## src/sv/fdf_pkg.sv

```systemverilog
package fdf_pkg;

    // Default size of each byte store.
    localparam int BUF_BYTES_DEF = 1536;

    // Header and trailer bytes of a datagram.
    localparam logic [7:0] ID_BYTE   = 8'h9C;
    localparam logic [7:0] TYPE_BYTE = 8'hDA;
    localparam logic [7:0] STOP_BYTE = 8'h36;
    localparam logic [7:0] PART_ONE  = 8'h01;

    // Header length and byte position counter.
    localparam int          HEAD_LEN = 6;
    localparam int          POS_W    = 17;
    localparam logic [16:0] POS_MAX  = 17'h1FFFF;

    // Depth of the result queue; must be a power of two.
    localparam int QUEUE_DEPTH = 4;

    // Input request kinds.
    localparam logic REQ_DATA = 1'b0;
    localparam logic REQ_PULL = 1'b1;

    // Result kinds.
    localparam logic KIND_STATUS = 1'b0;
    localparam logic KIND_STRIP  = 1'b1;

    // Status codes. The status field is zero in strip-byte results.
    localparam logic [2:0] ST_NONE     = 3'd0;
    localparam logic [2:0] ST_SINGLE   = 3'd0;
    localparam logic [2:0] ST_FRAGMENT = 3'd1;
    localparam logic [2:0] ST_FRAME    = 3'd2;
    localparam logic [2:0] ST_BAD      = 3'd3;
    localparam logic [2:0] ST_OVERFLOW = 3'd4;
    localparam logic [2:0] ST_BUSY     = 3'd5;

    // A result as decided by the front end; the strip byte follows from the store.
    typedef struct packed {
        logic       valid;
        logic       kind;
        logic [2:0] status;
        logic       last;
    } fdf_res_t;

    // A complete result item held in the output queue.
    typedef struct packed {
        logic       kind;
        logic [2:0] status;
        logic [7:0] strip_byte;
        logic       last;
    } fdf_out_t;

    // Store strobes from the front end.
    typedef struct packed {
        logic pkt_we;
        logic asm_we;
        logic rd_en;
        logic rd_sel;
    } fdf_mem_ctl_t;

endpackage

```

## src/sv/fdf_back.sv

```systemverilog
module fdf_back (
    input  logic              aclk,
    input  logic              aresetn,
    input  fdf_pkg::fdf_res_t res,
    input  logic [7:0]        rd_data,
    output logic              space_ok,
    output logic              m_tvalid,
    input  logic              m_tready,
    output logic [15:0]       m_tdata,
    output logic              m_tuser,
    output logic              m_tlast
);

    localparam int PTR_W = $clog2(fdf_pkg::QUEUE_DEPTH);
    localparam int CNT_W = $clog2(fdf_pkg::QUEUE_DEPTH + 1);

    fdf_pkg::fdf_res_t stage_reg;
    fdf_pkg::fdf_out_t queue_reg [fdf_pkg::QUEUE_DEPTH];
    fdf_pkg::fdf_out_t push_item;
    fdf_pkg::fdf_out_t head;
    logic [PTR_W-1:0]  wr_ptr_reg, wr_ptr_next;
    logic [PTR_W-1:0]  rd_ptr_reg, rd_ptr_next;
    logic [CNT_W-1:0]  count_reg, count_next;
    logic              push;
    logic              pop;

    // Stage that holds the result while the registered store read completes.
    always_ff @(posedge aclk) begin
        if (!aresetn) begin
            stage_reg <= '0;
        end else begin
            stage_reg <= res;
        end
    end

    // Merge the read data into the staged result.
    always_comb begin
        push_item            = '0;
        push_item.kind       = stage_reg.kind;
        push_item.status     = stage_reg.status;
        push_item.strip_byte = (stage_reg.kind == fdf_pkg::KIND_STRIP) ? rd_data : 8'h00;
        push_item.last       = stage_reg.last;
    end

    assign push = stage_reg.valid;
    assign pop  = m_tvalid && m_tready;

    // Room for the next item, counting the one still in the stage.
    assign space_ok = (CNT_W'(count_reg) + CNT_W'(stage_reg.valid))
                      < CNT_W'(fdf_pkg::QUEUE_DEPTH);

    // Queue pointers wrap naturally as the depth is a power of two.
    always_comb begin
        wr_ptr_next = push ? wr_ptr_reg + PTR_W'(1) : wr_ptr_reg;
        rd_ptr_next = pop ? rd_ptr_reg + PTR_W'(1) : rd_ptr_reg;
        count_next  = count_reg + CNT_W'(push) - CNT_W'(pop);
    end

    always_ff @(posedge aclk) begin
        if (!aresetn) begin
            wr_ptr_reg <= '0;
            rd_ptr_reg <= '0;
            count_reg  <= '0;
        end else begin
            wr_ptr_reg <= wr_ptr_next;
            rd_ptr_reg <= rd_ptr_next;
            count_reg  <= count_next;
        end
    end

    // Queue entries carry payload only.
    always_ff @(posedge aclk) begin
        if (push) begin
            queue_reg[wr_ptr_reg] <= push_item;
        end
    end

    // Result channel driven from the queue head.
    assign head     = queue_reg[rd_ptr_reg];
    assign m_tvalid = (count_reg != CNT_W'(0));
    assign m_tdata  = {5'b00000, head.strip_byte, head.status};
    assign m_tuser  = head.kind;
    assign m_tlast  = head.last;

endmodule

```

## config.mk

```make
export PLATFORM = sky130hd
export DESIGN_NAME = fdf_back
export DESIGN_NICKNAME = d
export VERILOG_FILES = /design/src/sv/fdf_pkg.sv /design/src/sv/fdf_back.sv
export SDC_FILE = /design/constraint.sdc
export NUM_CORES = 1
export LEC_CHECK = 0
export ABC_AREA = 1
export BUFFER_PORTS_ARGS = -buffer_cell sky130_fd_sc_hd__buf_2
export CAP_MARGIN = 20
export CORE_MARGIN = 5
export CORE_UTILIZATION = 30
export CTS_CLUSTER_DIAMETER = 30
export DETAILED_ROUTE_END_ITERATION = 7
export SYNTH_ARGS = -nofsm -noshare
export SYNTH_HDL_FRONTEND = slang
export SYNTH_SLANG_ARGS = --single-unit
```

## constraint.sdc

```tcl
create_clock -name aclk -period 1.6 [get_ports aclk]
set_clock_uncertainty 0.1 [all_clocks]
set_input_delay 0.16 -clock aclk [delete_from_list [all_inputs] [get_ports aclk]]
set_output_delay 0.16 -clock aclk [all_outputs]
set_load 0.01 [all_outputs]
```

==> summary.txt, run 1 <==
Critical path
  – Max incr delay on CP: between 0.3 and 0.4 ns
  – Startpoint types: flop
  – Critical path's top delay family: buffers and inverters
  – Crit path buf inv count: 3
  – Crit. End Element: output pin
  – WP data arrival: ~1.4 ns
  – R2R depth: 7
  – Worst R2R Start: count_reg[2]$_SDFF_PN0_
  – Worst r2r dst: count_reg[2]$_SDFF_PN0_
  – Crit Path Category: reg2out
  – Cell at the slowest stage of the critical path: dfxtp_4
  – Critical Path, Cell by Cell: clkbuf_16, inv_12, nor2_1, o22ai_1, buf_2
  – Req. time, crit path: between 1 and 1.5 ns
  – Critical path peak fanout: 13
  – Reg2reg setup slack: around 0.24 ns

Placement
  – Post-DP HPWL: 3.21 mm
  – Routability cong.: 0.729
  – Buffers on Ports: 31

Finish
  – Area growth syn-to-layout: 31.2%
  – Most frequent cells in the layout: 52 x edfxtp_1, 30 x buf_2, 27 x inv_1
  – Largest register FFs: 52
  – Core Util, Final: 0.406
  – Fill cell count: 834
  – Number of diodes: 0
  – Commonest non-fill, non-tap cell in the layout: edfxtp_1
  – Share of cells above drive strength 1: 0.324
  – Final net count: ~300

Timing
  – Crit path time final: around 1.6 ns
  – Slew Limit Fails: 0
  – Final hold vios: 0
  – Fin crit share: 1.02
  – Max Clock Freq: between 600 and 700 MHz
  – Setup_tns: -0.0687 ns
  – Final WS setup: -0.0262 ns
  – Least-Margin Pin Slew: 0.520 ns
  – Rel. slew slack: 0.653
  – Setup violators final: 7
  – Unrepaired setup endpoints after global routing: yes

Synthesis
  – Synth warn: 0
  – Yosys cell types: 25
  – Seq cells post-synth: 67
  – Register area share after synthesis: 0.686
  – Mapped Area: roughly 2700 sq um
  – Average size of a mapped cell: ~12 sq um
  – Cell count after synthesis: about 230

Route
  – Final ANT Viol Nets: 0
  – DR vias: 1,708
  – DR pass1 iterations: 4
  – Total wire length: 5.61 mm
  – Via density: between 4 and 5
  – Initial DRC count: 83
  – Routed len/inst: about 14 microns
  – DRC Markers: 0

Floorplan
  – Die Height: 105 microns
  – Core area: 8760 sq um
  – # rows: 34
  – Die W: 105 microns
  – Num ports: 37
  – Die area: 11,000 sq um
  – Initial Util: 0.310

Clock tree
  – Clk slew on worst S/H paths: 0.06 ns
  – Clock Tree Root: clkbuf_8
  – Clock Tree Buf Depth: 2
  – Sink Count: 67
  – CTS tree: yes
  – Clk Latency, worst-skew pair: 0.33 ns
  – Total CTS buffers: 9
  – H-tree Lvls: 3

GRT
  – First-pass GRT wire length: between 8 and 9 mm
  – Number of global-route vias before repair: 1,707
  – Antenna violations before repair: 0
  – GRT Util Overall: 0.0983
  – Gr ovfl total: 0
  – Largest net degree at the start of global routing: 16

Flow run
  – Max-cap viol count: 0

Power and ir drop
  – Pint: roughly 3.2 mW
  – Sw Share: 0.317
  – Static Leak: about 1.5 nW
  – Pwr dens: 1340 nW/um^2
  – Seq pwr share: 0.442
  – Switch Pwr: roughly 1.5 mW
  – Peak VDD IR: around 0.63 mV
  – Clock share of power: 0.233
  – Combinational share of power: 0.324
  – Overall power: between 4 and 5 mW

Min path
  – Hold Path Class: in2reg
  – Hold Path Origin: m_tready
  – Hold Crit Depth: 3
  – Endpoint, Worst Hold: rd_ptr_reg[0]$_SDFFE_PN0N_

Run status
  – Failing checks: negative setup slack
  – Status: complete, but fails checks
## cells by family after synthesis
| group | count (synthesis) | synth area share |
|---|---|---|
| simple gates | 62 | 0.0904 |
| xor+xnor | 1 | 0.00323 |
| flops | 67 | 0.686 |
| fa+ha+maj | 8 | 0.0369 |
| other cells | 1 | 0.00138 |
| compound gates | 46 | 0.0931 |
| buf+inv | 43 | 0.0890 |
## worst register-to-register path, cell delays in order, from the launching register on
cell and delay [ns]:
dfxtp_1 0.40, inv_1 0.07, a21boi_0 0.18, ha_1 0.17
ha_1 0.16, nand3_1 0.08, nand2_1 0.06, nor2_1 0.03
## cell type report
class,instances,area [sq um],share of cell area
Timing Repair Buffer,52,465,0.131
Inverter,29,130,0.0365
Tap cell,108,135,0.0379
Multi-Input combinational cell,122,781,0.219
Clock buffer,11,131,0.0369
Timing Repair inverter,2,27.5,0.00773
Sequential cell,67,1870,0.526
Clock inverter,4,18.8,0.00527
## repair_timing
item                                    in CTS  in global routing
endpoints found under the hold margin        6                  0
pin swaps                                    3                  8
gates cloned                                 2                  4
endpoints found under the setup margin      14                 14
gates resized for setup                     17                 45
setup buffers                                1                  2
hold buffers                                 6                  0
## routing by layer
| metal | track usage | vias to the layer above | share of wire |
|---|---|---|---|
| li1 | - | 869 | - |
| met1 | 0.110 | 800 | 0.44 |
| met2 | 0.166 | 34 | 0.50 |
| met3 | 0.0481 | 5 | 0.057 |
| met4 | 0.0274 | 0 | 0.010 |
| met5 | 0 | - | 0 |
## power by group through the flow
| stage | logic, mW | clock network, mW | registers [mW] |
|---|---|---|---|
| final | 1.54 | 1.11 | 2.10 |
| after global routing | 1.68 | 1.23 | 2.12 |
| after CTS | 1.19 | 1.15 | 2.07 |
| after detailed placement | 1.03 | 0 | 2.08 |
| after global placement | 1.01 | 0 | 2.07 |
| after floorplan | 0.775 | 0 | 2.05 |
## synthesized netlist by cell type
cell type	n	area (sq um)
edfxtp_1	52	1560
nor2_1	31	116
inv_1	27	101
nand2_1	25	93.8
o21ai_0	21	105
dfxtp_1	15	300
o22ai_1	13	81.3
ha_1	8	100
buf_4	6	45.0
o21ai_1	6	30.0
a21oi_1	4	20.0
buf_2	3	15.0
nor2_2	3	18.8
buf_8	2	30.0
nand3_1	2	10.0
a21boi_0	1	7.51
buf_12	1	20.0
buf_6	1	11.3
clkbuf_1	1	3.75
conb_1	1	3.75
inv_2	1	3.75
inv_8	1	11.3
o21ai_2	1	8.76
or2_1	1	6.26
xor2_1	1	8.76
## per-stage QoR
stage / hold slack (ns) / setup WS [ns] / std cells / instance area [sq um]
2_1_floorplan: 0.153 / 0.260 / 232 / 2730
3_3_place_gp: 0.238 / 0.257 / 365 / 3000
3_5_place_dp: 0.243 / 0.216 / 365 / 3000
4_1_cts: 0.00276 / -0.0462 / 389 / 3310
5_1_grt: 0.0328 / -0.0953 / 395 / 3560
6_report: 0.0281 / -0.0262 / 395 / 3560
## worst max-delay path by stage
stage | start | to | slack, ns | depth (start not counted)
2_1_floorplan | push$_SDFF_PN0_ | count_reg[2]$_SDFF_PN0_ | 0.26 | 6
3_3_place_gp | count_reg[0]$_SDFF_PN0_ | count_reg[2]$_SDFF_PN0_ | 0.26 | 7
3_5_place_dp | count_reg[0]$_SDFF_PN0_ | count_reg[2]$_SDFF_PN0_ | 0.22 | 6
4_1_cts | flop | m_tdata[10] | -0.05 | 4
5_1_grt | flop | m_tdata[0] | -0.1 | 4
6_report | flop | m_tdata[4] | -0.03 | 5
No activity file was read; power rests on OpenSTA's default activity.
==> inputs of run 2 (changes only) <==
--- a/config.mk
+++ b/config.mk
@@ -5,12 +5,13 @@
 export SDC_FILE = /design/constraint.sdc
 export NUM_CORES = 1
 export LEC_CHECK = 0
-export ABC_AREA = 1
+export ABC_AREA = 0
 export BUFFER_PORTS_ARGS = -buffer_cell sky130_fd_sc_hd__buf_2
 export CAP_MARGIN = 20
 export CORE_MARGIN = 5
 export CORE_UTILIZATION = 30
-export CTS_CLUSTER_DIAMETER = 30
+export CTS_CLUSTER_DIAMETER = 80
+export CTS_CLUSTER_SIZE = 14
 export DETAILED_ROUTE_END_ITERATION = 7
 export SYNTH_ARGS = -nofsm -noshare
 export SYNTH_HDL_FRONTEND = slang
==> run 2 against run 1 <==
Compared with the run above:
- the flow still finishes with violations (negative setup slack)
- sequential power is essentially flat
- fmax shrank 10%
- first-iteration DRC count shrank 48%
- combinational power shrank 23%
- synthesized cell count shrank 39%
- critical path type unchanged
- highest routed layer unchanged
==> summary.txt, run 2 <==
Route
  – DR pass1 iterations: 4
  – Routed len/inst: 14.8 microns
  – Via density: around 4.4
  – DR vias: roughly 1,300
  – Initial DRC count: 43
  – Total wire length: approximately 4.5 mm
  – DRC Markers: 0
  – Final ANT Viol Nets: 0

Placement
  – Routability cong.: 0.710
  – Placed insts: ~280
  – Post-DP HPWL: approximately 2.9 mm
  – Buffers on Ports: 31

Timing
  – Rel. slew slack: 0.665
  – Setup violators final: 13
  – Final WS setup: -0.208 ns
  – Setup_tns: -2.36 ns
  – Unrepaired setup endpoints after global routing: yes
  – Final hold vios: 0
  – Max Clock Freq: 553 MHz
  – Fin crit share: 1.13
  – Hold_ws: approximately 0.074 ns
  – Slew Limit Fails: 0
  – Crit path time final: 1.81 ns
  – Least-Margin Pin Slew: 0.502 ns

Power and ir drop
  – Peak VDD IR: about 0.59 mV
  – Pwr dens: between 1000 and 1500 nW/um^2
  – Static Leak: 1.23 nW
  – Overall power: between 4 and 5 mW

Flow run
  – Max-cap viol count: 0

Synthesis
  – Yosys cell types: 22
  – Average size of a mapped cell: between 15 and 20 sq um
  – Cell count after synthesis: 138
  – Area leader, netlist: edfxtp_1
  – Synth warn: 0
  – FFs w/ async S/R, synth: 0
  – Post-synth top cells: 52 x edfxtp_1, 19 x and2_1, 15 x dfxtp_1
  – Mapped Area: about 2600 sq um
  – Top-count cell post-synth: edfxtp_1
  – Register area share after synthesis: 0.713
  – Share of the synthesized area in the top cell type: 0.598
  – Dominant cells by area after synthesis: edfxtp_1 60%, dfxtp_1 12%, mux4_2 8.6%
  – Seq cells post-synth: 67
  – Post-synth EDFFs: 52
  – Ys flop type: edfxtp_1

Clock tree
  – Clock Tree Buf Depth: 2
  – Sink Count: 67
  – H-tree Lvls: 3
  – Total CTS buffers: 9
  – Clock Tree Root: clkbuf_8
  – Clk slew on worst S/H paths: roughly 0.06 ns
  – CTS tree: yes
  – Clk Latency, worst-skew pair: 0.33 ns

Floorplan
  – Die W: ~100 microns
  – Initial Util: 0.304
  – # rows: 34
  – Die Height: about 100 microns
  – Num ports: 37
  – Die area: roughly 11,000 sq um
  – Core area: approximately 8600 sq um

Min path
  – Hold Path Class: in2reg

Run status
  – Failing checks: negative setup slack
  – Status: complete, but fails checks

GRT
  – Antenna violations before repair: 0
  – GRT Util Overall: 0.0934
  – Largest net degree at the start of global routing: 16
  – First-pass GRT wire length: between 7 and 8 mm
  – Number of global-route vias before repair: 1,398
  – Gr ovfl total: 0

Critical path
  – WP data arrival: ~1.6 ns
  – Worst r2r dst: count_reg[2]$_SDFF_PN0_
  – Req. time, crit path: around 1.3 ns
  – Critical path peak fanout: 7
  – Crit. End Element: output pin
  – Crit Path Category: reg2out
  – Worst R2R Start: count_reg[1]$_SDFF_PN0_
  – Startpoint types: flop
  – Reg2reg setup slack: approximately 0.080 ns
  – Setup crit end: m_tuser
  – R2R depth: 5

Finish
  – Final net count: 218
  – Commonest non-fill, non-tap cell in the layout: edfxtp_1
  – Layout Cells excl Fill: 305
  – Most frequent cells in the layout: 52 x edfxtp_1, 20 x buf_2, 16 x and2_1
  – Largest register FFs: between 50 and 60
  – Number of diodes: 0
  – Area growth syn-to-layout: 28.6%
  – Share of cells above drive strength 1: 0.396
  – Fill cell count: 800
[run 2: changes by cell type in the layout (fill, tap and decap cells not counted), sizes merged, moves of 4 or more]
cell / before / now
and2: 0 / 19
nand2: 25 / 2
clkbuf: 14 / 9
a21oi: 4 / 0
mux2i: 0 / 4
o21ai: 28 / 0
o22ai: 13 / 0
mux4: 0 / 13
nor2b: 0 / 4
inv: 31 / 4
nor2: 34 / 0
[run 2: what timing repair did]
action | 4_1_cts | 5_1_grt
resized for setup | 24 | 6
endpoints found under the hold margin | 6 | 0
setup buffers | 1 | 1
cloned | 1 | 0
pin swaps | 1 | 2
endpoints found under the setup margin | 40 | 27
hold buffers | 6 | 0
[run 2: cell families (layout without fill, tap and decap cells)]
family / count (synthesis) / in the layout / synth area share
DFF: 67 / 67 / 0.713
and+or+nand+nor: 28 / 28 / 0.0652
muxes: 17 / 17 / 0.132
buffers and inverters: 12 / 67 / 0.0278
adders and majority gates: 8 / 8 / 0.0384
xor gates and xnor gates: 3 / 3 / 0.0153
AOI/OAI and AO/OA: 2 / 2 / 0.00671
other: 1 / 5 / 0.00144
[run 2: layer usage]
layer / share of wire / GRT usage / up-vias
li1: - / - / 619
met1: 0.42 / 0.111 / 674
met2: 0.49 / 0.151 / 39
met3: 0.070 / 0.0396 / 7
met4: 0.018 / 0.0359 / 0
met5: 0 / 0 / -
[run 2: critical path, cell delays in order (launching register included)]
cell	delay, ns
dfxtp_4	0.40
buf_12	0.15
mux4_2	0.53
buf_6	0.14
[run 2: worst min-delay path by stage]
stage / slack (ns) / to / depth (start not counted) / startpoint
after floorplan: 0.18 / push_item[9]$_SDFF_PN0_ / 1 / res[1]
after global placement: 0.27 / push_item[9]$_SDFF_PN0_ / 2 / res[1]
after detailed placement: 0.27 / push$_SDFF_PN0_ / 2 / res[5]
after CTS: 0.06 / count_reg[0]$_SDFF_PN0_ / 2 / aresetn
after global routing: 0.08 / queue_reg[3][1]$_DFFE_PP_ / 2 / rd_data[0]
final: 0.07 / count_reg[0]$_SDFF_PN0_ / 2 / aresetn
[run 2: area by class of cell]
type	instances	area [sq um]	area share
tap	108	135	0.0403
multi-input combinational	63	716	0.213
timing repair buffer	48	412	0.123
clock inverter	6	81.3	0.0242
sequential	67	1870	0.558
clock buffer	9	124	0.0369
inverter	4	15.0	0.00447
[run 2: power breakdown]
part           internal [mW]  total [mW]  switching (mW)
sequential              1.99        2.09           0.100
clock                  0.856        1.43           0.571
combinational          0.730        1.19           0.457
total                   3.58        4.71            1.13
[run 2: metrics by stage]
stage / util / cell area, sq um / setup WS (ns)
final: 0.391 / 3360 / -0.208
after global routing: 0.391 / 3360 / -0.258
after CTS: 0.386 / 3320 / -0.236
after detailed placement: 0.342 / 2940 / -0.0266
after global placement: 0.342 / 2940 / 0.0208
after floorplan: - / 2630 / 0.144
