### src/sv/fdf_pkg.sv
package fdf_pkg;

    // Default size of each byte store.
    localparam int BUF_BYTES_DEF = 1536;

    // Header and trailer bytes of a datagram.
    localparam logic [7:0] ID_BYTE   = 8'h9C;
    localparam logic [7:0] TYPE_BYTE = 8'hDA;
    localparam logic [7:0] STOP_BYTE = 8'h36;
    localparam logic [7:0] PART_ONE  = 8'h01;

    // Header length and byte position counter.
    localparam int          HEAD_LEN = 6;
    localparam int          POS_W    = 17;
    localparam logic [16:0] POS_MAX  = 17'h1FFFF;

    // Depth of the result queue; must be a power of two.
    localparam int QUEUE_DEPTH = 4;

    // Input request kinds.
    localparam logic REQ_DATA = 1'b0;
    localparam logic REQ_PULL = 1'b1;

    // Result kinds.
    localparam logic KIND_STATUS = 1'b0;
    localparam logic KIND_STRIP  = 1'b1;

    // Status codes. The status field is zero in strip-byte results.
    localparam logic [2:0] ST_NONE     = 3'd0;
    localparam logic [2:0] ST_SINGLE   = 3'd0;
    localparam logic [2:0] ST_FRAGMENT = 3'd1;
    localparam logic [2:0] ST_FRAME    = 3'd2;
    localparam logic [2:0] ST_BAD      = 3'd3;
    localparam logic [2:0] ST_OVERFLOW = 3'd4;
    localparam logic [2:0] ST_BUSY     = 3'd5;

    // A result as decided by the front end; the strip byte follows from the store.
    typedef struct packed {
        logic       valid;
        logic       kind;
        logic [2:0] status;
        logic       last;
    } fdf_res_t;

    // A complete result item held in the output queue.
    typedef struct packed {
        logic       kind;
        logic [2:0] status;
        logic [7:0] strip_byte;
        logic       last;
    } fdf_out_t;

    // Store strobes from the front end.
    typedef struct packed {
        logic pkt_we;
        logic asm_we;
        logic rd_en;
        logic rd_sel;
    } fdf_mem_ctl_t;

endpackage

### src/sv/fdf_front.sv
module fdf_front #(
    parameter int BUF_BYTES = fdf_pkg::BUF_BYTES_DEF,
    localparam int ADDR_W = $clog2(BUF_BYTES),
    localparam int LEN_W  = $clog2(BUF_BYTES + 1)
) (
    input  logic                  aclk,
    input  logic                  aresetn,
    input  logic                  accept,
    input  logic                  req_type,
    input  logic [7:0]            data_byte,
    input  logic                  datagram_end,
    output fdf_pkg::fdf_res_t     res,
    output fdf_pkg::fdf_mem_ctl_t mem_ctl,
    output logic [ADDR_W-1:0]     pkt_addr,
    output logic [ADDR_W-1:0]     asm_addr,
    output logic [ADDR_W-1:0]     rd_addr
);

    localparam int          SUM_W   = LEN_W + 1;
    localparam logic [15:0] BUF_L16 = 16'(BUF_BYTES);
    localparam logic [SUM_W-1:0] BUF_SUM = SUM_W'(BUF_BYTES);

    // Datagram parser state.
    logic [fdf_pkg::POS_W-1:0] pos_reg, pos_next;
    logic                      hdr_reg, hdr_next;
    logic [15:0]               len_reg, len_next;
    logic [7:0]                pnum_reg, pnum_next;
    logic [7:0]                pcnt_reg, pcnt_next;
    logic                      stop_reg, stop_next;
    logic                      drop_reg, drop_next;
    logic [LEN_W-1:0]          asm_len_reg, asm_len_next;

    // Drain state.
    logic [ADDR_W-1:0]         idx_reg, idx_next;
    logic [LEN_W-1:0]          cnt_reg, cnt_next;
    logic                      dasm_reg, dasm_next;
    logic                      act_reg, act_next;

    logic                      is_data;
    logic                      is_pull;
    logic [fdf_pkg::POS_W-1:0] k;
    logic                      in_payload;
    logic                      k_lt;
    logic                      k_eq;
    logic [SUM_W-1:0]          wr_sum;
    logic                      hdr_e;
    logic                      drop_e;
    logic [15:0]               len_e;
    logic [7:0]                pnum_e;
    logic [7:0]                pcnt_e;
    logic                      stop_e;
    logic [SUM_W-1:0]          fit_sum;
    logic [2:0]                status;
    logic                      pull_last;

    assign is_data = accept && (req_type == fdf_pkg::REQ_DATA);
    assign is_pull = accept && (req_type == fdf_pkg::REQ_PULL);

    // Payload position and the tentative write address into the assembly.
    assign k          = pos_reg - fdf_pkg::POS_W'(fdf_pkg::HEAD_LEN);
    assign in_payload = (pos_reg >= fdf_pkg::POS_W'(fdf_pkg::HEAD_LEN)) && !drop_reg
                        && hdr_reg && (len_reg <= BUF_L16);
    assign k_lt       = k < {1'b0, len_reg};
    assign k_eq       = k == {1'b0, len_reg};
    assign wr_sum     = SUM_W'(asm_len_reg) + SUM_W'(k[LEN_W-1:0]);

    // Header fields as they stand after the current byte.
    always_comb begin
        hdr_e  = hdr_reg;
        drop_e = drop_reg;
        len_e  = len_reg;
        pnum_e = pnum_reg;
        pcnt_e = pcnt_reg;
        stop_e = stop_reg;
        if (pos_reg == fdf_pkg::POS_W'(0)) begin
            drop_e = act_reg;
            hdr_e  = (data_byte == fdf_pkg::ID_BYTE);
            stop_e = 1'b0;
        end else if (pos_reg == fdf_pkg::POS_W'(1)) begin
            hdr_e = hdr_reg && (data_byte == fdf_pkg::TYPE_BYTE);
        end else if (pos_reg == fdf_pkg::POS_W'(2)) begin
            len_e = {data_byte, len_reg[7:0]};
        end else if (pos_reg == fdf_pkg::POS_W'(3)) begin
            len_e = {len_reg[15:8], data_byte};
        end else if (pos_reg == fdf_pkg::POS_W'(4)) begin
            pnum_e = data_byte;
        end else if (pos_reg == fdf_pkg::POS_W'(5)) begin
            pcnt_e = data_byte;
        end else if (in_payload && k_eq) begin
            stop_e = (data_byte == fdf_pkg::STOP_BYTE);
        end
    end

    // Store strobes and addresses.
    always_comb begin
        mem_ctl        = '0;
        mem_ctl.pkt_we = is_data && in_payload && k_lt;
        mem_ctl.asm_we = is_data && in_payload && k_lt && (wr_sum < BUF_SUM);
        mem_ctl.rd_en  = is_pull && act_reg;
        mem_ctl.rd_sel = dasm_reg;
    end

    assign pkt_addr = k[ADDR_W-1:0];
    assign asm_addr = wr_sum[ADDR_W-1:0];
    assign rd_addr  = idx_reg;

    assign fit_sum   = SUM_W'(asm_len_reg) + SUM_W'(len_e[LEN_W-1:0]);
    assign pull_last = (LEN_W'(idx_reg) + LEN_W'(1)) >= cnt_reg;

    // Next-state logic for datagram bytes, the end of a datagram and pulls.
    always_comb begin
        pos_next     = pos_reg;
        hdr_next     = hdr_reg;
        len_next     = len_reg;
        pnum_next    = pnum_reg;
        pcnt_next    = pcnt_reg;
        stop_next    = stop_reg;
        drop_next    = drop_reg;
        asm_len_next = asm_len_reg;
        idx_next     = idx_reg;
        cnt_next     = cnt_reg;
        dasm_next    = dasm_reg;
        act_next     = act_reg;
        status       = fdf_pkg::ST_NONE;

        if (is_data) begin
            len_next  = len_e;
            pnum_next = pnum_e;
            pcnt_next = pcnt_e;
            if (datagram_end) begin
                // Judge the datagram and start a drain where it is due.
                if (drop_e) begin
                    status = fdf_pkg::ST_BUSY;
                end else if (!hdr_e || (len_e > BUF_L16) || !stop_e) begin
                    status = fdf_pkg::ST_BAD;
                end else if (pcnt_e == fdf_pkg::PART_ONE) begin
                    status    = fdf_pkg::ST_SINGLE;
                    dasm_next = 1'b0;
                    cnt_next  = len_e[LEN_W-1:0];
                    idx_next  = '0;
                    act_next  = (len_e != 16'd0);
                end else if (fit_sum <= BUF_SUM) begin
                    if (pnum_e == pcnt_e) begin
                        status       = fdf_pkg::ST_FRAME;
                        dasm_next    = 1'b1;
                        cnt_next     = fit_sum[LEN_W-1:0];
                        idx_next     = '0;
                        act_next     = (fit_sum != SUM_W'(0));
                        asm_len_next = '0;
                    end else begin
                        status       = fdf_pkg::ST_FRAGMENT;
                        asm_len_next = fit_sum[LEN_W-1:0];
                    end
                end else begin
                    status = fdf_pkg::ST_OVERFLOW;
                end
                pos_next  = '0;
                hdr_next  = 1'b1;
                stop_next = 1'b0;
                drop_next = 1'b0;
            end else begin
                hdr_next  = hdr_e;
                stop_next = stop_e;
                drop_next = drop_e;
                if (pos_reg != fdf_pkg::POS_MAX) begin
                    pos_next = pos_reg + fdf_pkg::POS_W'(1);
                end
            end
        end else if (is_pull && act_reg) begin
            idx_next = idx_reg + ADDR_W'(1);
            if (pull_last) begin
                act_next = 1'b0;
            end
        end
    end

    // Result descriptor for the back end.
    always_comb begin
        res        = '0;
        res.valid  = (is_data && datagram_end) || (is_pull && act_reg);
        res.kind   = is_pull ? fdf_pkg::KIND_STRIP : fdf_pkg::KIND_STATUS;
        res.status = status;
        res.last   = is_pull && pull_last;
    end

    always_ff @(posedge aclk) begin
        if (!aresetn) begin
            pos_reg     <= '0;
            hdr_reg     <= 1'b1;
            len_reg     <= '0;
            pnum_reg    <= '0;
            pcnt_reg    <= '0;
            stop_reg    <= 1'b0;
            drop_reg    <= 1'b0;
            asm_len_reg <= '0;
            idx_reg     <= '0;
            cnt_reg     <= '0;
            dasm_reg    <= 1'b0;
            act_reg     <= 1'b0;
        end else begin
            pos_reg     <= pos_next;
            hdr_reg     <= hdr_next;
            len_reg     <= len_next;
            pnum_reg    <= pnum_next;
            pcnt_reg    <= pcnt_next;
            stop_reg    <= stop_next;
            drop_reg    <= drop_next;
            asm_len_reg <= asm_len_next;
            idx_reg     <= idx_next;
            cnt_reg     <= cnt_next;
            dasm_reg    <= dasm_next;
            act_reg     <= act_next;
        end
    end

endmodule

### config.mk
export PLATFORM = sky130hd
export DESIGN_NAME = fdf_front
export DESIGN_NICKNAME = d
export VERILOG_FILES = /design/src/sv/fdf_pkg.sv /design/src/sv/fdf_front.sv
export SDC_FILE = /design/constraint.sdc
export NUM_CORES = 1
export LEC_CHECK = 0
export BUFFER_PORTS_ARGS = -buffer_cell sky130_fd_sc_hd__clkbuf_2
export CAP_MARGIN = 20
export CORE_ASPECT_RATIO = 1.5
export CORE_MARGIN = 2
export CORE_UTILIZATION = 54
export CTS_CLUSTER_DIAMETER = 120
export DETAILED_ROUTE_END_ITERATION = 7
export HOLD_SLACK_MARGIN = 0.06
export PLACE_DENSITY = 0.77
export SYNTH_ARGS = -nofsm -noshare
export SYNTH_HDL_FRONTEND = slang
export SYNTH_SLANG_ARGS = --single-unit
### constraint.sdc
create_clock -name aclk -period 13.5 [get_ports aclk]
set_clock_uncertainty 0.1 [all_clocks]
set_input_delay 0 -clock aclk [delete_from_list [all_inputs] [get_ports aclk]]
set_output_delay 0 -clock aclk [all_outputs]
set_load 0.02 [all_outputs]
==> run summary, run 1 <==
============================================================================
Number of endpoints failing setup at the final stage ..........            0
Initial antenna violation count ...............................            0
Global-route wire length before repair ........................     33900 µm
Global route overflow .........................................            0
Slowest stage delay, CP .......................................      0.63 ns
Setup crit start kind .........................................         flop
Die width .....................................................      98.7 µm
Maximum number of pins on one net before global-route repair ..           87
Main combinational cell family by area after synthesis ........ simple AND/OR/NAND/NOR gates
Unrepaired setup endpoints after global routing ...............        false
Worst-case reg-to-reg path depth ..............................           14
Port buffer count .............................................           55
IR drop worst, VDD ............................................      49.8 µV
Post-synthesis sequential area ratio ..........................        24.0%
Count of flip-flops with a built-in enable after synthesis ....            0
Top cell type's share of synthesized area .....................        24.0%
Clock sink count ..............................................           87
Share of synthesized registers carrying an async set or reset .           0%
Critical setup path kind ......................................   reg -> reg
Worst Setup End Kind ..........................................         flop
Post-detailed-route count of antenna-violating nets ...........            0
Worst-path cell chain ......................................... inv_1, ha_1, nor4b_1, nand3_1, o21ai_0, ha_1, a211oi_1, a21oi_1, o311ai_0, a41o_1, o21ba_2, nand4_1, or3b_1, a21boi_1
Syn nets ......................................................         1015
Adder and majority cell fraction of the synthesized area ......        10.5%
Area of the die ...............................................    14400 µm²
Vias/cell .....................................................         6.24
Number of synthesis warnings ..................................            0
End of the worst register-to-register path .................... asm_len_reg[0]
Area of the placeable core ....................................    13100 µm²
Post-synthesis cell area ......................................     7270 µm²
Root Buffer ................................................... sky130_fd_sc_hd__clkbuf_16
Routed wire per std cell ......................................      18.4 µm
Max Slew Vio Count ............................................            0
Routed metal-1 wirelength .....................................      8270 µm
Cell accounting for the most synthesized area ................. sky130_fd_sc_hd__dfxtp_1
Routed wire length ............................................     20800 µm
Number of flip-flops in the largest register ..................           17
Total count of hold-check failures in the final report ........            0
Proportion of synthesized area in mux cells ...................        3.68%
Slew HR .......................................................        36.5%
Hold path start ............................................... datagram_end
Area share of xor/xnor cells in the synthesized design ........        6.63%
Clock latency on the worst-skew pair ..........................      0.35 ns
Overall Global Routing Usage ..................................        28.8%
Number of buffers between clock root and the deepest sink .....            2
FF-to-FF setup slack ..........................................      7.51 ns
Total via count in the routed design ..........................         7058
Highest routed metal layer ....................................         met4
Unique cell type count in the Yosys netlist ...................           79
Flop and latch count out of synthesis .........................           87
Half-perimeter wire length of the detailed placement result ...     15300 µm
Highest clock frequency the design can meet ...................    0.167 GHz
TritonCTS clock tree ..........................................          yes
Number of buffers inserted during clock tree synthesis ........            9
Synth Area in Compound Gates ..................................        21.7%
Violation count after the first detailed-routing iteration ....          365
Worst hold path depth .........................................            3
Class of the worst hold path ..................................    in -> reg
Gpl congestion ................................................        0.975
WHS Endpoint ..................................................      hdr_reg
CP arrival ....................................................      6.17 ns
Endpoint required time on the critical path ...................     13.68 ns
Drt drc .......................................................            0
Worst Max-Slew Pin Slew .......................................     0.945 ns
Prevailing post-synth register cell ........................... sky130_fd_sc_hd__dfxtp_1
Synth Instances ...............................................          942
Initial core utilization ......................................        55.6%
Max-cap check violation count .................................            0
Reg clk slew, reported paths ..................................      0.07 ns
CP dominant cell by count ..................................... sky130_fd_sc_hd__ha_1
Final #Nets ...................................................         1040
Met3 wire length ..............................................      1130 µm
Routed wire length on met2 ....................................     10300 µm
Largest delay contributor family on the critical path ......... compound AO/OA/AOI/OAI gates
Diode count ...................................................            0
Post-CTS Resized ..............................................            0
Worst flop-to-flop path startpoint ............................   pos_reg[1]
Count of buffer and inverter cells on the critical path .......            1
Min Clock Period, post-route ..................................      5.99 ns
Floorplan die height ..........................................       146 µm
Share of the clock period used by the worst path after layout .        44.4%
Router iterations before antenna repair .......................            5
Run status .................................................... finished clean
Io pins .......................................................           56
Largest cells by area after synthesis ......................... sky130_fd_sc_hd__dfxtp_1, sky130_fd_sc_hd__ha_1, sky130_fd_sc_hd__nand2_1, sky130_fd_sc_hd__xnor2_1, sky130_fd_sc_hd__xor2_1
Setup Total Neg Slack .........................................         0 ns
Proportion of layout cells with a drive suffix above 1 ........        11.4%
Largest fanout on the critical path ...........................           22
H-tree levels .................................................            3
Critical path's slowest cell .................................. sky130_fd_sc_hd__o311ai_0
Synth-to-layout area growth ...................................        9.18%
Simple-gate share of the synthesized area .....................        27.5%
Post-CTS setup repair buffer count ............................            0
Areal power density over the cells ............................  72.8 nW/µm²
Total chip power ..............................................   0.000578 W
Average footprint of a synthesized cell .......................     7.71 µm²
Static power due to leakage ...................................      3.33 nW
Standard-cell rows ............................................           51
Via count of the first global-routing pass ....................         6761
# hold bufs at CTS ............................................            8
============================================================================
[area by class of cell]
class	instances	area, µm²
Clock buffer	10	239
Clock inverter	6	75.1
Fill cell	1208	5150
Inverter	48	180
Multi-Input combinational cell	752	5100
Sequential cell	87	1740
Tap cell	159	199
Timing Repair Buffer	69	400
[per-layer routing]
metal,vias up,track usage (%)
met1,3294,34.8
met3,72,3.21
met5,-,0
met2,257,48.9
li1,3435,-
met4,0,17.1
[cell usage in the layout (no fill, tap or decap), drive strengths merged, types with 6 or more instances in the layout]
| cell | n |
|---|---|
| nand2 | 142 |
| dfxtp | 87 |
| clkbuf | 65 |
| ha | 58 |
| nor2 | 57 |
| inv | 50 |
| o21ai | 40 |
| a21boi | 39 |
| a21oi | 37 |
| nand3 | 28 |
| xnor2 | 28 |
| xor2 | 27 |
| or3 | 21 |
| mux2i | 20 |
| nor3 | 20 |
| nand4 | 18 |
| and3 | 18 |
| nor4 | 18 |
| a31oi | 14 |
| a21o | 13 |
| nor2b | 13 |
| o211ai | 12 |
| and2 | 10 |
| or2 | 10 |
| o21a | 9 |
| dlygate4sd3 | 8 |
| nand2b | 7 |
| o21bai | 6 |
| a211oi | 6 |
| buf | 6 |
| mux2 | 6 |
| o311ai | 6 |
[per-stage QoR]
step	setup slack, ns	hold WS [ns]	utilization, %	cell area [µm²]	instances
after global routing	6.88	0.122	60.7	7930	1131
after global placement	7.90	0.300	57.6	7530	1106
after detailed placement	7.63	0.306	57.6	7540	1107
after floorplan	8.81	0.116	-	7270	942
final	7.51	0.0702	60.7	7930	1131
after CTS	7.59	0.0633	60.7	7930	1131
[tightest hold or removal path, delay by kind of cell]
family,cells,cell delay [ns]
AOI/OAI and AO/OA,1,0.12
buffers and inverters,1,0.25
and+or+nand+nor,1,0.10
[worst max path at each step]
| stage | end | cells past startpoint | slack [ns] | startpoint |
|---|---|---|---|---|
| floorplan | asm_len_reg[10] | 17 | 8.81 | pos_reg[1] |
| global placement | asm_len_reg[0] | 14 | 7.90 | pos_reg[1] |
| detailed placement | asm_len_reg[0] | 14 | 7.63 | pos_reg[1] |
| CTS | asm_len_reg[0] | 14 | 7.59 | pos_reg[1] |
| global route | asm_len_reg[2] | 14 | 6.88 | pos_reg[1] |
| finish | asm_len_reg[0] | 14 | 7.51 | pos_reg[1] |
[Yosys cell counts (14+ instances only)]
master,number
sky130_fd_sc_hd__nand2_1,140
sky130_fd_sc_hd__dfxtp_1,87
sky130_fd_sc_hd__ha_1,58
sky130_fd_sc_hd__nor2_1,55
sky130_fd_sc_hd__inv_1,47
sky130_fd_sc_hd__o21ai_0,39
sky130_fd_sc_hd__a21oi_1,37
sky130_fd_sc_hd__clkbuf_1,34
sky130_fd_sc_hd__nand3_1,28
sky130_fd_sc_hd__xnor2_1,28
sky130_fd_sc_hd__xor2_1,27
sky130_fd_sc_hd__a21boi_0,26
sky130_fd_sc_hd__mux2i_1,20
sky130_fd_sc_hd__or3_1,20
sky130_fd_sc_hd__nor3_1,19
sky130_fd_sc_hd__and3_1,18
sky130_fd_sc_hd__nand4_1,18
sky130_fd_sc_hd__a31oi_1,14
sky130_fd_sc_hd__nor4_1,14
[kinds of logic after synthesis]
kind of cell	Yosys count
xor gates and xnor gates	55
buffers and inverters	103
and+or+nand+nor	386
adders and majority gates	60
AOI/OAI and AO/OA	225
DFF	87
muxes	26
[report_power, final]
group          internal (W)  leakage (nW)  total [W]  switching [W]
Clock              0.000152         0.157   0.000268       0.000116
Combinational     0.0000168          2.47  0.0000503      0.0000335
Sequential         0.000258         0.702   0.000260     0.00000156
Note: power is estimated with default switching activity, not from simulation.
==> inputs of run 2 (changes only) <==
clock period = 6 ns   (was 13.5 ns; I/O delays follow)
==> run summary, run 2 (synthesized netlist as in run 1, its figures left out) <==
=====================================================================================
Run status ............................................................. finished clean   unchanged
Share of the clock period used by the worst path after layout ..........        87.7%   was 44.4%
Static power due to leakage ............................................      3.37 nW   was 3.33 nW
Floorplan die height ...................................................       146 µm   unchanged
Standard-cell rows .....................................................           51   unchanged
Diode count ............................................................            0   unchanged
Io pins ................................................................           56   unchanged
Areal power density over the cells .....................................   166 nW/µm²   was 72.8 nW/µm²
Global-route wire length before repair .................................     34000 µm   was 33900 µm
Unrepaired setup endpoints after global routing ........................        false   unchanged
Critical setup path kind ...............................................   reg -> reg   unchanged
Endpoint required time on the critical path ............................      6.18 ns   was 13.68 ns
Routed wire per std cell ...............................................      18.6 µm   was 18.4 µm
Setup WS post-layout ...................................................     0.735 ns   was 7.51 ns
Maximum number of pins on one net before global-route repair ...........           87   unchanged
Clock latency on the worst-skew pair ...................................      0.35 ns   about the same
Most frequent standard cell in the layout excluding fill and tap cells . sky130_fd_sc_hd__nand2_1   unchanged
Largest fanout on the critical path ....................................           16   was 22
Post-detailed-route count of antenna-violating nets ....................            0   unchanged
Clock sink count .......................................................           87   unchanged
Largest delay contributor family on the critical path .................. compound AO/OA/AOI/OAI gates   unchanged
Class of the worst hold path ...........................................    in -> reg   unchanged
Proportion of layout cells with a drive suffix above 1 .................        11.9%   was 11.4%
Area of the placeable core .............................................    13100 µm²   unchanged
Worst-path cell chain .................................................. inv_1, ha_1, nor4b_1, nand3_1, buf_4, o21ai_0, ha_1, a211oi_1, a21oi_1, o311ai_0, a41o_1, o21ba_2, nand4_1, or3b_1, a21boi_1   was inv_1, ha_1, nor4b_1, nand3_1, o21ai_0, ha_1, a211oi_1, a21oi_1, o311ai_0, a41o_1, o21ba_2, nand4_1, or3b_1, a21boi_1
Total count of hold-check failures in the final report .................            0   unchanged
Number of flip-flops in the largest register ...........................           17   unchanged
Worst Setup End Kind ...................................................         flop   unchanged
Leading cell types in the layout, fill and taps excluded ............... sky130_fd_sc_hd__nand2_1, sky130_fd_sc_hd__dfxtp_1, sky130_fd_sc_hd__ha_1   unchanged
Initial core utilization ...............................................        55.6%   unchanged
Port buffer count ......................................................           55   unchanged
Drt drc ................................................................            0   unchanged
Number of buffers between clock root and the deepest sink ..............            2   unchanged
Via count of the first global-routing pass .............................         6875   was 6761
Root Buffer ............................................................ sky130_fd_sc_hd__clkbuf_16   unchanged
Count of buffer and inverter cells on the critical path ................            2   was 1
Slew HR ................................................................        40.1%   was 36.5%
Total chip power .......................................................    0.00133 W   was 0.000578 W
Max-cap check violation count ..........................................            0   unchanged
IR drop worst, VDD .....................................................       114 µV   was 49.8 µV
Standard cell area after detailed placement ............................     7580 µm²   was 7540 µm²
Slowest stage delay, CP ................................................      0.65 ns   was 0.63 ns
Worst Max-Slew Pin Slew ................................................     0.891 ns   was 0.945 ns
Min Clock Period, post-route ...........................................      5.26 ns   was 5.99 ns
Gpl congestion .........................................................        0.937   was 0.975
Post-route standard cell area excluding fillers ........................     8010 µm²   was 7930 µm²
H-tree levels ..........................................................            3   unchanged
Total via count in the routed design ...................................         7093   was 7058
Reg clk slew, reported paths ...........................................      0.07 ns   about the same
CP arrival .............................................................      5.45 ns   was 6.17 ns
Number of buffers inserted during clock tree synthesis .................            9   unchanged
FF-to-FF setup slack ...................................................      0.74 ns   was 7.51 ns
Vias/cell ..............................................................         6.23   was 6.24
Routed wire length .....................................................     21200 µm   was 20800 µm
Final core utilization .................................................        61.2%   was 60.7%
Final #Nets ............................................................         1048   was 1040
Highest clock frequency the design can meet ............................    0.190 GHz   was 0.167 GHz
TritonCTS clock tree ...................................................          yes   unchanged
Number of endpoints failing setup at the final stage ...................            0   unchanged
Setup Total Neg Slack ..................................................         0 ns   unchanged
Initial antenna violation count ........................................            0   unchanged
CP dominant cell by count .............................................. sky130_fd_sc_hd__ha_1   unchanged
Post-CTS Resized .......................................................            0   unchanged
Die width ..............................................................      98.7 µm   unchanged
Area of the die ........................................................    14400 µm²   unchanged
Setup crit start kind ..................................................         flop   unchanged
Synth-to-layout area growth ............................................        10.2%   was 9.18%
Critical path's slowest cell ........................................... sky130_fd_sc_hd__o311ai_0   unchanged
Router iterations before antenna repair ................................            5   unchanged
Max Slew Vio Count .....................................................            0   unchanged
Half-perimeter wire length of the detailed placement result ............     15400 µm   was 15300 µm
Violation count after the first detailed-routing iteration .............          482   was 365
Dpl ws .................................................................     0.586 ns   was 7.63 ns
Overall Global Routing Usage ...........................................        28.9%   was 28.8%
Global route overflow ..................................................            0   unchanged
=====================================================================================
==> run 2: cell count changes in the layout (fill, tap and decap cells not counted) <==
cell and change:
sky130_fd_sc_hd__clkinv_4 +1, sky130_fd_sc_hd__clkinv_2 -1, sky130_fd_sc_hd__inv_8 -1, sky130_fd_sc_hd__dlygate4sd3_1 +1
sky130_fd_sc_hd__buf_4 +6, sky130_fd_sc_hd__nand4_1 +1, sky130_fd_sc_hd__clkinvlp_4 +1, sky130_fd_sc_hd__bufinv_16 +1
sky130_fd_sc_hd__clkbuf_8 -1
==> run 2: metrics by stage <==
step / hold slack, ns / instances
floorplan: 0.116 / 942
global placement: 0.303 / 1113
detailed placement: 0.304 / 1113
CTS: 0.136 / 1138
global route: 0.189 / 1139
finish: 0.144 / 1139
==> run 2: layout make-up <==
class / instances / area (µm²)
multi-input cells: 753 / 5100
fillers: 1150 / 5070
flip-flops and latches: 87 / 1740
repair buffers: 76 / 455
clock buffers: 9 / 225
well taps: 159 / 199
inverters: 48 / 180
clock inverters: 7 / 105
==> run 2: final timing paths <==
check,startpoint,end,depth (start not counted)
setup / recovery,pos_reg[1],asm_len_reg[0],15
hold / removal,req_type,drop_reg,5
setup reg to reg,pos_reg[1],asm_len_reg[0],15
hold reg to reg,cnt_reg[3],cnt_reg[3],2
==> run 2: tightest hold or removal path: cells and delay by family <==
kind,cells,cell delay (ns)
AND/OR/NAND/NOR,2,0.16
buffers and inverters,2,0.33
AO/OA/AOI/OAI,1,0.05
==> run 2: repair_timing <==
item	in CTS	in global routing
setup endpoints to repair	0	1
hold endpoints to repair	22	0
setup buffers	0	0
hold buffers	9	0
==> run 2: per-layer routing <==
metal  track usage, %  wire length [µm]
met1             33.4              8410
met2             50.5             10500
met3             3.88              1040
met4             16.3              1230
met5                0                 0
==> run 2: power by group <==
| part | internal, W | total, W | leakage, nW | switching [W] |
|---|---|---|---|---|
| sequential | 0.000581 | 0.000584 | 0.702 | 0.00000348 |
| clock | 0.000371 | 0.000633 | 0.158 | 0.000262 |
| combinational | 0.0000388 | 0.000115 | 2.51 | 0.0000759 |
==> inputs of run 3 (changes only) <==
BUFFER_PORTS_ARGS = unset   (was -buffer_cell sky130_fd_sc_hd__clkbuf_2)
DONT_BUFFER_PORTS = 1   (was unset)
PLACE_DENSITY = 0.73   (was 0.77)
clock period = 5.9 ns   (was 6 ns; I/O delays follow)
==> run summary, run 3 (synthesized netlist as in run 1, its figures left out) <==
=====================================================================================
Number of flip-flops in the largest register ...........................           17   unchanged
Fill count .............................................................         1202   was 1150
Worst Max-Slew Pin Slew ................................................     0.925 ns   was 0.891 ns
End of the worst register-to-register path .............................   rd_addr[5]   was asm_len_reg[0]
Critical setup path kind ...............................................   reg -> out   was reg -> reg
Worst-case reg-to-reg path depth .......................................           16   was 15
Unrepaired setup endpoints after global routing ........................        false   unchanged
Half-perimeter wire length of the detailed placement result ............     15600 µm   was 15400 µm
Post-CTS Resized .......................................................            0   unchanged
Proportion of layout cells with a drive suffix above 1 .................        6.98%   was 11.9%
Area of the die ........................................................    14400 µm²   unchanged
Floorplan die height ...................................................       146 µm   unchanged
Worst flop-to-flop path startpoint .....................................   pos_reg[1]   unchanged
Worst hold slack .......................................................    0.0697 ns   was 0.144 ns
Routed wire length .....................................................     21700 µm   was 21200 µm
Total via count in the routed design ...................................         6949   was 7093
WHS Endpoint ...........................................................   cnt_reg[6]   was drop_reg
Standard-cell rows .....................................................           51   unchanged
Slew HR ................................................................        37.9%   was 40.1%
TritonCTS clock tree ...................................................          yes   unchanged
Io pins ................................................................           56   unchanged
CP arrival .............................................................      5.01 ns   was 5.45 ns
Total count of hold-check failures in the final report .................            0   unchanged
Worst hold path depth ..................................................            3   was 5
Worst Setup End Kind ...................................................   output pin   was flop
Setup crit start kind ..................................................         flop   unchanged
Routed wire per std cell ...............................................      19.9 µm   was 18.6 µm
Run status ............................................................. finished clean   unchanged
IR drop worst, VDD .....................................................       113 µV   was 114 µV
Port buffer count ......................................................            0   was 55
Initial core utilization ...............................................        55.6%   unchanged
Global-route wire length before repair .................................     34600 µm   was 34000 µm
Setup Total Neg Slack ..................................................         0 ns   unchanged
Die width ..............................................................      98.7 µm   unchanged
FF-to-FF setup slack ...................................................      0.83 ns   was 0.74 ns
Number of buffers between clock root and the deepest sink ..............            2   unchanged
Max Slew Vio Count .....................................................            0   unchanged
Endpoint required time on the critical path ............................      5.80 ns   was 6.18 ns
H-tree levels ..........................................................            3   unchanged
Max-cap check violation count ..........................................            0   unchanged
Static power due to leakage ............................................      3.16 nW   was 3.37 nW
Final #Nets ............................................................          999   was 1048
Most frequent standard cell in the layout excluding fill and tap cells . sky130_fd_sc_hd__nand2_1   unchanged
Class of the worst hold path ...........................................    in -> reg   unchanged
Highest clock frequency the design can meet ............................    0.196 GHz
Areal power density over the cells .....................................   162 nW/µm²   was 166 nW/µm²
Global route overflow ..................................................            0   unchanged
Maximum number of pins on one net before global-route repair ...........           86   was 87
Post-detailed-route count of antenna-violating nets ....................            0   unchanged
Router iterations before antenna repair ................................            5   unchanged
Root Buffer ............................................................ sky130_fd_sc_hd__clkbuf_16   unchanged
Drt drc ................................................................            0   unchanged
Overall Global Routing Usage ...........................................        29.7%   was 28.9%
Clock latency on the worst-skew pair ...................................      0.34 ns   was 0.35 ns
Min Clock Period, post-route ...........................................      5.11 ns
Leading cell types in the layout, fill and taps excluded ............... sky130_fd_sc_hd__nand2_1, sky130_fd_sc_hd__dfxtp_1, sky130_fd_sc_hd__ha_1   unchanged
Vias/cell ..............................................................         6.37   was 6.23
Number of endpoints failing setup at the final stage ...................            0   unchanged
Area of the placeable core .............................................    13100 µm²   unchanged
Clock sink count .......................................................           87   unchanged
Hold path start ........................................................ data_byte[6]   was req_type
Violation count after the first detailed-routing iteration .............          466   was 482
Reg clk slew, reported paths ...........................................      0.07 ns   about the same
Via count of the first global-routing pass .............................         6590   was 6875
Synth-to-layout area growth ............................................        6.85%   was 10.2%
Number of buffers inserted during clock tree synthesis .................            9   unchanged
Gpl congestion .........................................................        0.952   was 0.937
Crit path launch .......................................................   pos_reg[1]   unchanged
Share of the clock period used by the worst path after layout ..........        86.6%
Initial antenna violation count ........................................            1   was 0
Largest fanout on the critical path ....................................           16   unchanged
=====================================================================================
## run 3: cell count changes in the layout (fill, tap and decap cells not counted), moves of 2 or more
cell	delta
sky130_fd_sc_hd__clkinv_2	+3
sky130_fd_sc_hd__bufinv_16	-2
sky130_fd_sc_hd__clkbuf_2	-55
sky130_fd_sc_hd__dlygate4sd3_1	+4
sky130_fd_sc_hd__buf_4	+2
## run 3: cell type report
type                            instances  area [µm²]  share of cell area, %
Inverter                               48         180                   2.32
Sequential cell                        87        1740                   22.4
Tap cell                              159         199                   2.56
Clock buffer                            9         225                   2.90
Multi-Input combinational cell        752        5100                   65.7
Timing Repair Buffer                   28         263                   3.38
Antenna cell                            1        2.50                 0.0322
Clock inverter                          7        55.1                  0.709
## run 3: critical path, cell delays in order, from the launching register on
cell and delay [ns]:
sky130_fd_sc_hd__dfxtp_1 0.45, sky130_fd_sc_hd__inv_1 0.26, sky130_fd_sc_hd__ha_1 0.37, sky130_fd_sc_hd__nor4b_1 0.39
sky130_fd_sc_hd__nand3_1 0.13, sky130_fd_sc_hd__buf_4 0.21, sky130_fd_sc_hd__mux2_2 0.25, sky130_fd_sc_hd__ha_1 0.16
sky130_fd_sc_hd__inv_1 0.05, sky130_fd_sc_hd__fa_1 0.40, sky130_fd_sc_hd__nand3b_1 0.24, sky130_fd_sc_hd__a21o_1 0.19
sky130_fd_sc_hd__a211o_1 0.30, sky130_fd_sc_hd__o21a_1 0.14, sky130_fd_sc_hd__a41o_1 0.24, sky130_fd_sc_hd__o21ba_2 0.25
sky130_fd_sc_hd__nor2_1 0.11, sky130_fd_sc_hd__nand2_1 0.06, sky130_fd_sc_hd__a21oi_1 0.45
## run 3: worst max path at each step
stage | endpoint
after global routing | rd_addr[0]
final | res[3]
after floorplan | asm_len_reg[3]
after global placement | rd_addr[9]
after detailed placement | rd_addr[5]
after CTS | res[3]
## run 3: per-layer routing
layer,global-route usage (%),vias to the layer above,part of all wire (%)
met5,0,-,0
met4,18.2,0,6.2
met3,5.74,94,6.7
met2,50.5,244,49
met1,33.9,3259,39
li1,-,3352,-
## run 3: stage by stage
step / power (W) / instance area, µm² / worst slack, ns / cells / utilization [%]
finish: 0.00125 / 7760 / 0.792 / 1091 / 59.4
global route: 0.00129 / 7760 / 0.369 / 1091 / 59.4
CTS: 0.00126 / 7760 / 0.811 / 1090 / 59.3
detailed placement: 0.000688 / 7320 / 0.914 / 1060 / 56.0
global placement: 0.000688 / 7320 / 0.970 / 1060 / 56.0
floorplan: 0.000682 / 7270 / 1.21 / 942 / -
## run 3: power breakdown
part / switching (W) / leakage, nW / internal, W / total, W
registers: 0.00000310 / 0.702 / 0.000591 / 0.000594
clock network: 0.000261 / 0.143 / 0.000292 / 0.000553
logic: 0.0000694 / 2.31 / 0.0000390 / 0.000108
## run 3: repair_timing
action	4_1_cts	5_1_grt
hold endpoints to repair	74	0
hold buffers	14	0
buffers inserted	0	0
